===== config.mk =====
export PLATFORM = sky130hd
export DESIGN_NAME = msst_ctrl
export DESIGN_NICKNAME = d
export VERILOG_FILES = /design/src/rtl/core/msst_pkg.sv /design/src/rtl/core/msst_ctrl.sv
export SDC_FILE = /design/constraint.sdc
export NUM_CORES = 1
export LEC_CHECK = 0
export BUFFER_PORTS_ARGS = -buffer_cell sky130_fd_sc_hd__buf_2
export CAP_MARGIN = 25
export CORE_UTILIZATION = 40
export CTS_CLUSTER_DIAMETER = 50
export DETAILED_ROUTE_END_ITERATION = 6
export PLACE_DENSITY_LB_ADDON = 0.15
export SLEW_MARGIN = 20
export SYNTH_ARGS = -nofsm -noshare
export SYNTH_HDL_FRONTEND = slang
export SYNTH_SLANG_ARGS = --single-unit

===== constraint.sdc =====
create_clock -name clk -period 1.9 [get_ports clk]
set_input_delay 0.38 -clock clk [delete_from_list [all_inputs] [get_ports clk]]
set_output_delay 0.38 -clock clk [all_outputs]
set_load 0.02 [all_outputs]

===== src/rtl/core/msst_pkg.sv =====
package msst_pkg;

    localparam int OP_W         = 2;
    localparam int GROUP_FIELD_W = 16;
    localparam int COEF_FIELD_W  = 32;
    localparam int STATUS_W     = 2;

    typedef enum logic [OP_W-1:0] {
        OP_UPSERT = 2'd0,
        OP_REMOVE = 2'd1,
        OP_PRUNE  = 2'd2,
        OP_QUERY  = 2'd3
    } op_t;

    typedef enum logic [STATUS_W-1:0] {
        ST_DONE   = 2'd0,
        ST_BAD_ID = 2'd1,
        ST_FULL   = 2'd2
    } status_t;

    typedef enum logic [3:0] {
        S_IDLE,
        S_DECODE,
        S_SCAN,
        S_EXEC,
        S_MV_WRITE,
        S_PR_CHECK,
        S_PR_LOAD,
        S_PR_DECIDE,
        S_PR_SCAN,
        S_DONE
    } state_t;

    typedef struct packed {
        logic [OP_W-1:0]          op;
        logic [GROUP_FIELD_W-1:0] out_group;
        logic [GROUP_FIELD_W-1:0] in_group;
        logic                     mute_flag;
        logic                     solo_flag;
        logic [COEF_FIELD_W-1:0]  coef_left;
        logic [COEF_FIELD_W-1:0]  coef_right;
    } req_t;

    typedef struct packed {
        status_t                 status;
        logic                    found;
        logic                    suppressed;
        logic [COEF_FIELD_W-1:0] nominal_left;
        logic [COEF_FIELD_W-1:0] nominal_right;
        logic [COEF_FIELD_W-1:0] effective_left;
        logic [COEF_FIELD_W-1:0] effective_right;
    } rsp_t;

    // controller -> datapath
    typedef struct packed {
        logic    load_req;
        logic    scan_start;
        logic    rd_last;
        logic    wr_upsert;
        logic    wr_move;
        logic    move_to_hit;
        logic    count_inc;
        logic    count_dec;
        logic    cur_load;
        logic    cur_clear;
        logic    cur_next;
        logic    set_status;
        status_t status;
        logic    res_load;
    } dp_cmd_t;

    // datapath -> controller
    typedef struct packed {
        op_t  op;
        logic zero_id;
        logic scan_done;
        logic hit;
        logic full;
        logic cur_end;
        logic cur_keep;
        logic bus_solo;
        logic out_free;
    } dp_sts_t;

endpackage


===== src/rtl/core/msst_ctrl.sv =====
module msst_ctrl (
    input  logic              clk,
    input  logic              rst_n,
    input  logic              req_valid,
    output logic              req_ready,
    input  msst_pkg::dp_sts_t sts,
    output msst_pkg::dp_cmd_t cmd
);
    import msst_pkg::*;

    state_t state_reg;
    state_t state_next;

    always_ff @(posedge clk or negedge rst_n)
    begin
        if (!rst_n)
        begin
            state_reg <= S_IDLE;
        end
        else
        begin
            state_reg <= state_next;
        end
    end

    always_comb
    begin
        state_next = state_reg;
        cmd        = '0;
        req_ready  = 1'b0;

        case (state_reg)
            S_IDLE:
            begin
                req_ready = 1'b1;
                if (req_valid)
                begin
                    cmd.load_req = 1'b1;
                    state_next   = S_DECODE;
                end
            end

            S_DECODE:
            begin
                case (sts.op)
                    OP_UPSERT:
                    begin
                        if (sts.zero_id)
                        begin
                            cmd.set_status = 1'b1;
                            cmd.status     = ST_BAD_ID;
                            state_next     = S_DONE;
                        end
                        else
                        begin
                            cmd.scan_start = 1'b1;
                            state_next     = S_SCAN;
                        end
                    end
                    OP_PRUNE:
                    begin
                        cmd.cur_clear = 1'b1;
                        state_next    = S_PR_CHECK;
                    end
                    default:
                    begin
                        cmd.scan_start = 1'b1;
                        state_next     = S_SCAN;
                    end
                endcase
            end

            S_SCAN:
            begin
                if (sts.scan_done)
                begin
                    state_next = S_EXEC;
                end
            end

            S_EXEC:
            begin
                state_next = S_DONE;
                case (sts.op)
                    OP_UPSERT:
                    begin
                        if (sts.hit)
                        begin
                            cmd.wr_upsert = 1'b1;
                        end
                        else if (sts.full)
                        begin
                            cmd.set_status = 1'b1;
                            cmd.status     = ST_FULL;
                        end
                        else
                        begin
                            cmd.wr_upsert = 1'b1;
                            cmd.count_inc = 1'b1;
                        end
                    end
                    OP_REMOVE:
                    begin
                        if (sts.hit)
                        begin
                            cmd.rd_last = 1'b1;
                            state_next  = S_MV_WRITE;
                        end
                    end
                    default:
                    begin
                    end
                endcase
            end

            // last entry has been read, drop it into the freed slot
            S_MV_WRITE:
            begin
                cmd.wr_move     = 1'b1;
                cmd.count_dec   = 1'b1;
                cmd.move_to_hit = (sts.op == OP_REMOVE);
                state_next      = (sts.op == OP_REMOVE) ? S_DONE : S_PR_CHECK;
            end

            S_PR_CHECK:
            begin
                state_next = sts.cur_end ? S_DONE : S_PR_LOAD;
            end

            S_PR_LOAD:
            begin
                cmd.cur_load = 1'b1;
                state_next   = S_PR_DECIDE;
            end

            S_PR_DECIDE:
            begin
                if (sts.cur_keep)
                begin
                    cmd.cur_next = 1'b1;
                    state_next   = S_PR_CHECK;
                end
                else
                begin
                    cmd.scan_start = 1'b1;
                    state_next     = S_PR_SCAN;
                end
            end

            S_PR_SCAN:
            begin
                if (sts.scan_done)
                begin
                    if (sts.bus_solo)
                    begin
                        cmd.cur_next = 1'b1;
                        state_next   = S_PR_CHECK;
                    end
                    else
                    begin
                        cmd.rd_last = 1'b1;
                        state_next  = S_MV_WRITE;
                    end
                end
            end

            S_DONE:
            begin
                if (sts.out_free)
                begin
                    cmd.res_load = 1'b1;
                    state_next   = S_IDLE;
                end
            end

            default:
            begin
                state_next = S_IDLE;
            end
        endcase
    end
endmodule


Word-level counts from Yosys, hierarchy flattened
Cells that the tools add are included. W data, S select, Z words.

Register bits: 4. Input port bits: 13. Output and inout bits: 16. Logic and storage cells: 68.

Equality and inequality tests: 15. Multiplexer cells: 49. Reductions and logical operators: 3.

Operator list (count): $mux W4 (10); $pmux W4 S10 (1); $mux W1 (26); $eq A4 B3 Y1 const B (4); $mux W3 (5); $eq A4 B2 Y1 const B (2); $eq A4 B4 Y1 const B (2); $ne A2 B2 Y1 const B (4); $pmux W1 S2 (4); $pmux W4 S2 (1); $pmux W3 S2 (1); $eq A4 B1 Y1 const B (1); $logic_not A4 Y1 (1); $reduce_and A4 Y1 (1); $eq A2 B1 Y1 const B (1); $eq A2 B2 Y1 const B (1); $logic_not A2 Y1 (1); $mux W2 (1).

Depth between registers and ports, before layout
Depth in word-level cells: 4. Gate-level depth with buffers: 6. Gate-level depth less buffers: 4.

Worst setup path after synthesis
Ideal clock, no wire load.

Path type: flip-flop to output port. Start: reg state_reg[2]. End: out cmd[8] (netlist name). Data arrival time: 1.542 ns. Data required time: 1.520 ns. Slack: -0.022 ns. Stages on the path, launching flop included: 5. Path buffers: 1. Cell sequence: dfrtp_1 buf_2 nor4_1 nand3_1 nor3_1.

RTL lines: from (decl) (RTL line msst_ctrl.sv:11) `state_t state_reg;`; from (signal assigned) (RTL line msst_ctrl.sv:22) `state_reg <= state_next;`; to (decl) (RTL line msst_ctrl.sv:7) `output msst_pkg::dp_cmd_t cmd`.

==> out/results.ini <==
[timing]
setup-tns-final_ns = 0
hold_viol = 0
timing.max_slew.rel_slack_pct = 77.8
fin_crit_sh_pct = 100
clock_skew_ns = 0.00529
whs_ns = 0.452
fmax_mhz = 526
worst_pin_slew_ns = 0.330
slew_viol_final = 0
setup_viol = 0
setup_ws_ns = 0.000165
period_minus_slack_ns = 1.90

[clock_network]
cts_max_level = 1
numCtsBuffers = 3
cts_sinks = 4
clock_latency_ns = 0.24
cts_tree = built
clk_transition_reported_paths_ns = 0.04
cts_max_path_buffers = 2
clock-root-buffer = clkbuf_4

[placement]
dpl_cell_area_sq_um = 738
gp_congestion = 0.845
placedCellCount = 127
dp_hpwl_um = 1430
portBuffers = 28
place_ws_ns = 0.147

[floorplan]
num_rows = 13
die_h_um = 39.9
start_util_pct = 43.6
io_pins = 29
core_area_sq_um = 1320
die_x_um = 39.9
dieArea_sq_um = 1590

[final_layout]
layoutNonFillerInstCount = 137
drive_above_1_share_pct = 49.2
nNetsFinal = 137
fillers = 117
syn_to_final_growth_pct = 54.7
stdcell_area_sq_um = 888
largest_reg_flops = 4
fin_util_pct = 67.4
diodes = 0

[logic_synthesis]
synthesis.nets = 97
ys_ff_latch = 4
ys.flop_type = dfrtp_1
yosysSeqAreaShare_pct = 17.4
synthTopCellsByArea = dfrtp_1, nand2b_1, nor2_1, nand2_1, nand3_1
syn_avg_cell_area_sq_um = 6.84
yosys_warnings = 0
netlist_area_sq_um = 574
netlist_instances = 84
async_flop_share_pct = 100
synth_top_area_cell = dfrtp_1
synth_cell_types = 35
synth-edff-count = 0
yosysTopAreaCellShare_pct = 17.4

[grt]
grt_overflow_total = 0
grt_pass1_wl_um = 2750
grt_pass1_vias = 627
antenna_found_initial = 0
grt_max_degree = 15
globalRouteTotalUtil_pct = 27.7

[power_and_ir_drop]
p_leak_nw = 0.426
p_per_area_nw_per_um2 = 1240
finalPower_mw = 1.11
peakVddDrop_v = 0.000853

[route]
vias = 815
wl_per_cell_um = 15.0
detail_route.first_pass.iterations = 4
route.detailed.drc = 0
drt_iter0_markers = 33
vias_per_cell = 5.95
wl_um = 2050
ant_nets = 0

[critical_path]
path_class = flop to output port
cp-end-kind = output port
cp.arrival_ns = 1.52
critPathMaxFanout = 4
startpoint_type = flop
worstPathRequired_ns = 1.52

[job]
cap_violations = 0

[min_path]
min_path_type = primary input to flop

[outcome]
status = finished, final reports clean

==> report_power, final <==
group	switching, mW	leakage, nW	total [mW]	internal [mW]
Sequential	0.0591	0.0464	0.183	0.124
Clock	0.0417	0.0138	0.113	0.0711
Combinational	0.432	0.366	0.809	0.377
==> cells in the final DEF (no fill, tap or decap), types with 2 or more instances in the layout <==
cell type,netlist,routed
nor2_2,0,2
a21oi_1,4,4
o21ai_0,3,2
o22ai_1,2,2
clkbuf_4,0,3
a211oi_1,2,2
nor2b_2,0,2
nor3_1,3,2
nor2_1,10,8
nand4_1,2,2
inv_1,5,5
nand3_2,0,2
buf_4,1,11
buf_2,3,26
dfrtp_2,0,4
nand3_1,5,3
nand2_1,7,7
and3_1,2,2
buf_6,2,3
nand2b_1,7,7
==> layout make-up <==
| class | count | area, sq um | area share, % |
|---|---|---|---|
| inverter | 5 | 18.8 | 2.11 |
| timing repair buffer | 41 | 256 | 28.9 |
| tap | 15 | 18.8 | 2.11 |
| sequential | 4 | 105 | 11.8 |
| multi-input combinational | 69 | 467 | 52.5 |
| clock buffer | 3 | 22.5 | 2.54 |
==> synthesized netlist by cell type, drive strengths merged (2+ instances only) <==
| library cell | n |
|---|---|
| and3 | 2 |
| buf | 6 |
| dfrtp | 4 |
| nor2b | 3 |
| nand3 | 5 |
| nor2 | 10 |
| a211oi | 2 |
| o21ai | 4 |
| a21oi | 4 |
| o22ai | 2 |
| nor3 | 3 |
| or3 | 2 |
| nand2b | 8 |
| nand4 | 2 |
| nand2 | 7 |
| inv | 5 |
==> timing repair <==
action                                  in CTS  in global routing
hold buffers                                 1                  0
buffers inserted                             0                  6
endpoints found under the setup margin       4                  9
endpoints found under the hold margin        4                  0
resized for setup                            4                 18
pin swaps                                    0                  4
==> metal layers <==
metal / share of wire [%] / track usage, % / up-vias
li1: - / - / 382
met3: 5.4 / 6.82 / 15
met5: 0 / 0 / -
met2: 49 / 40.3 / 50
met4: 4.1 / 19.0 / 0
met1: 41 / 34.9 / 368
==> cell families after synthesis <==
kind of cell	Yosys count	share of synthesized area (%)
buf+inv	11	11.1
flops	4	17.4
simple gates	48	45.8
compound gates	21	25.7
==> critical path, cell delays in order, from the launching register on <==
cell and delay (ns):
dfrtp_2 0.44, nor4_4 0.33, nand3_2 0.17, a21oi_1 0.16, buf_2 0.18
==> final timing paths <==
check,start,to,slack (ns),depth (start not counted)
worst min-delay path,sts[0],state_reg[0]$_DFFE_PN0P_,0.45,3
min in group asynchronous,rst_n,state_reg[0]$_DFFE_PN0P_,0.47,2
worst max register to register,state_reg[1]$_DFFE_PN0P_,state_reg[0]$_DFFE_PN0P_,0.25,6
worst max-delay path,state_reg[2]$_DFFE_PN0P_,cmd[11],0.0002,4
worst min register to register,state_reg[3]$_DFFE_PN0P_,state_reg[1]$_DFFE_PN0P_,0.67,2
max in group asynchronous,rst_n,state_reg[3]$_DFFE_PN0P_,1.28,2
(Power assumes the default switching activity.)
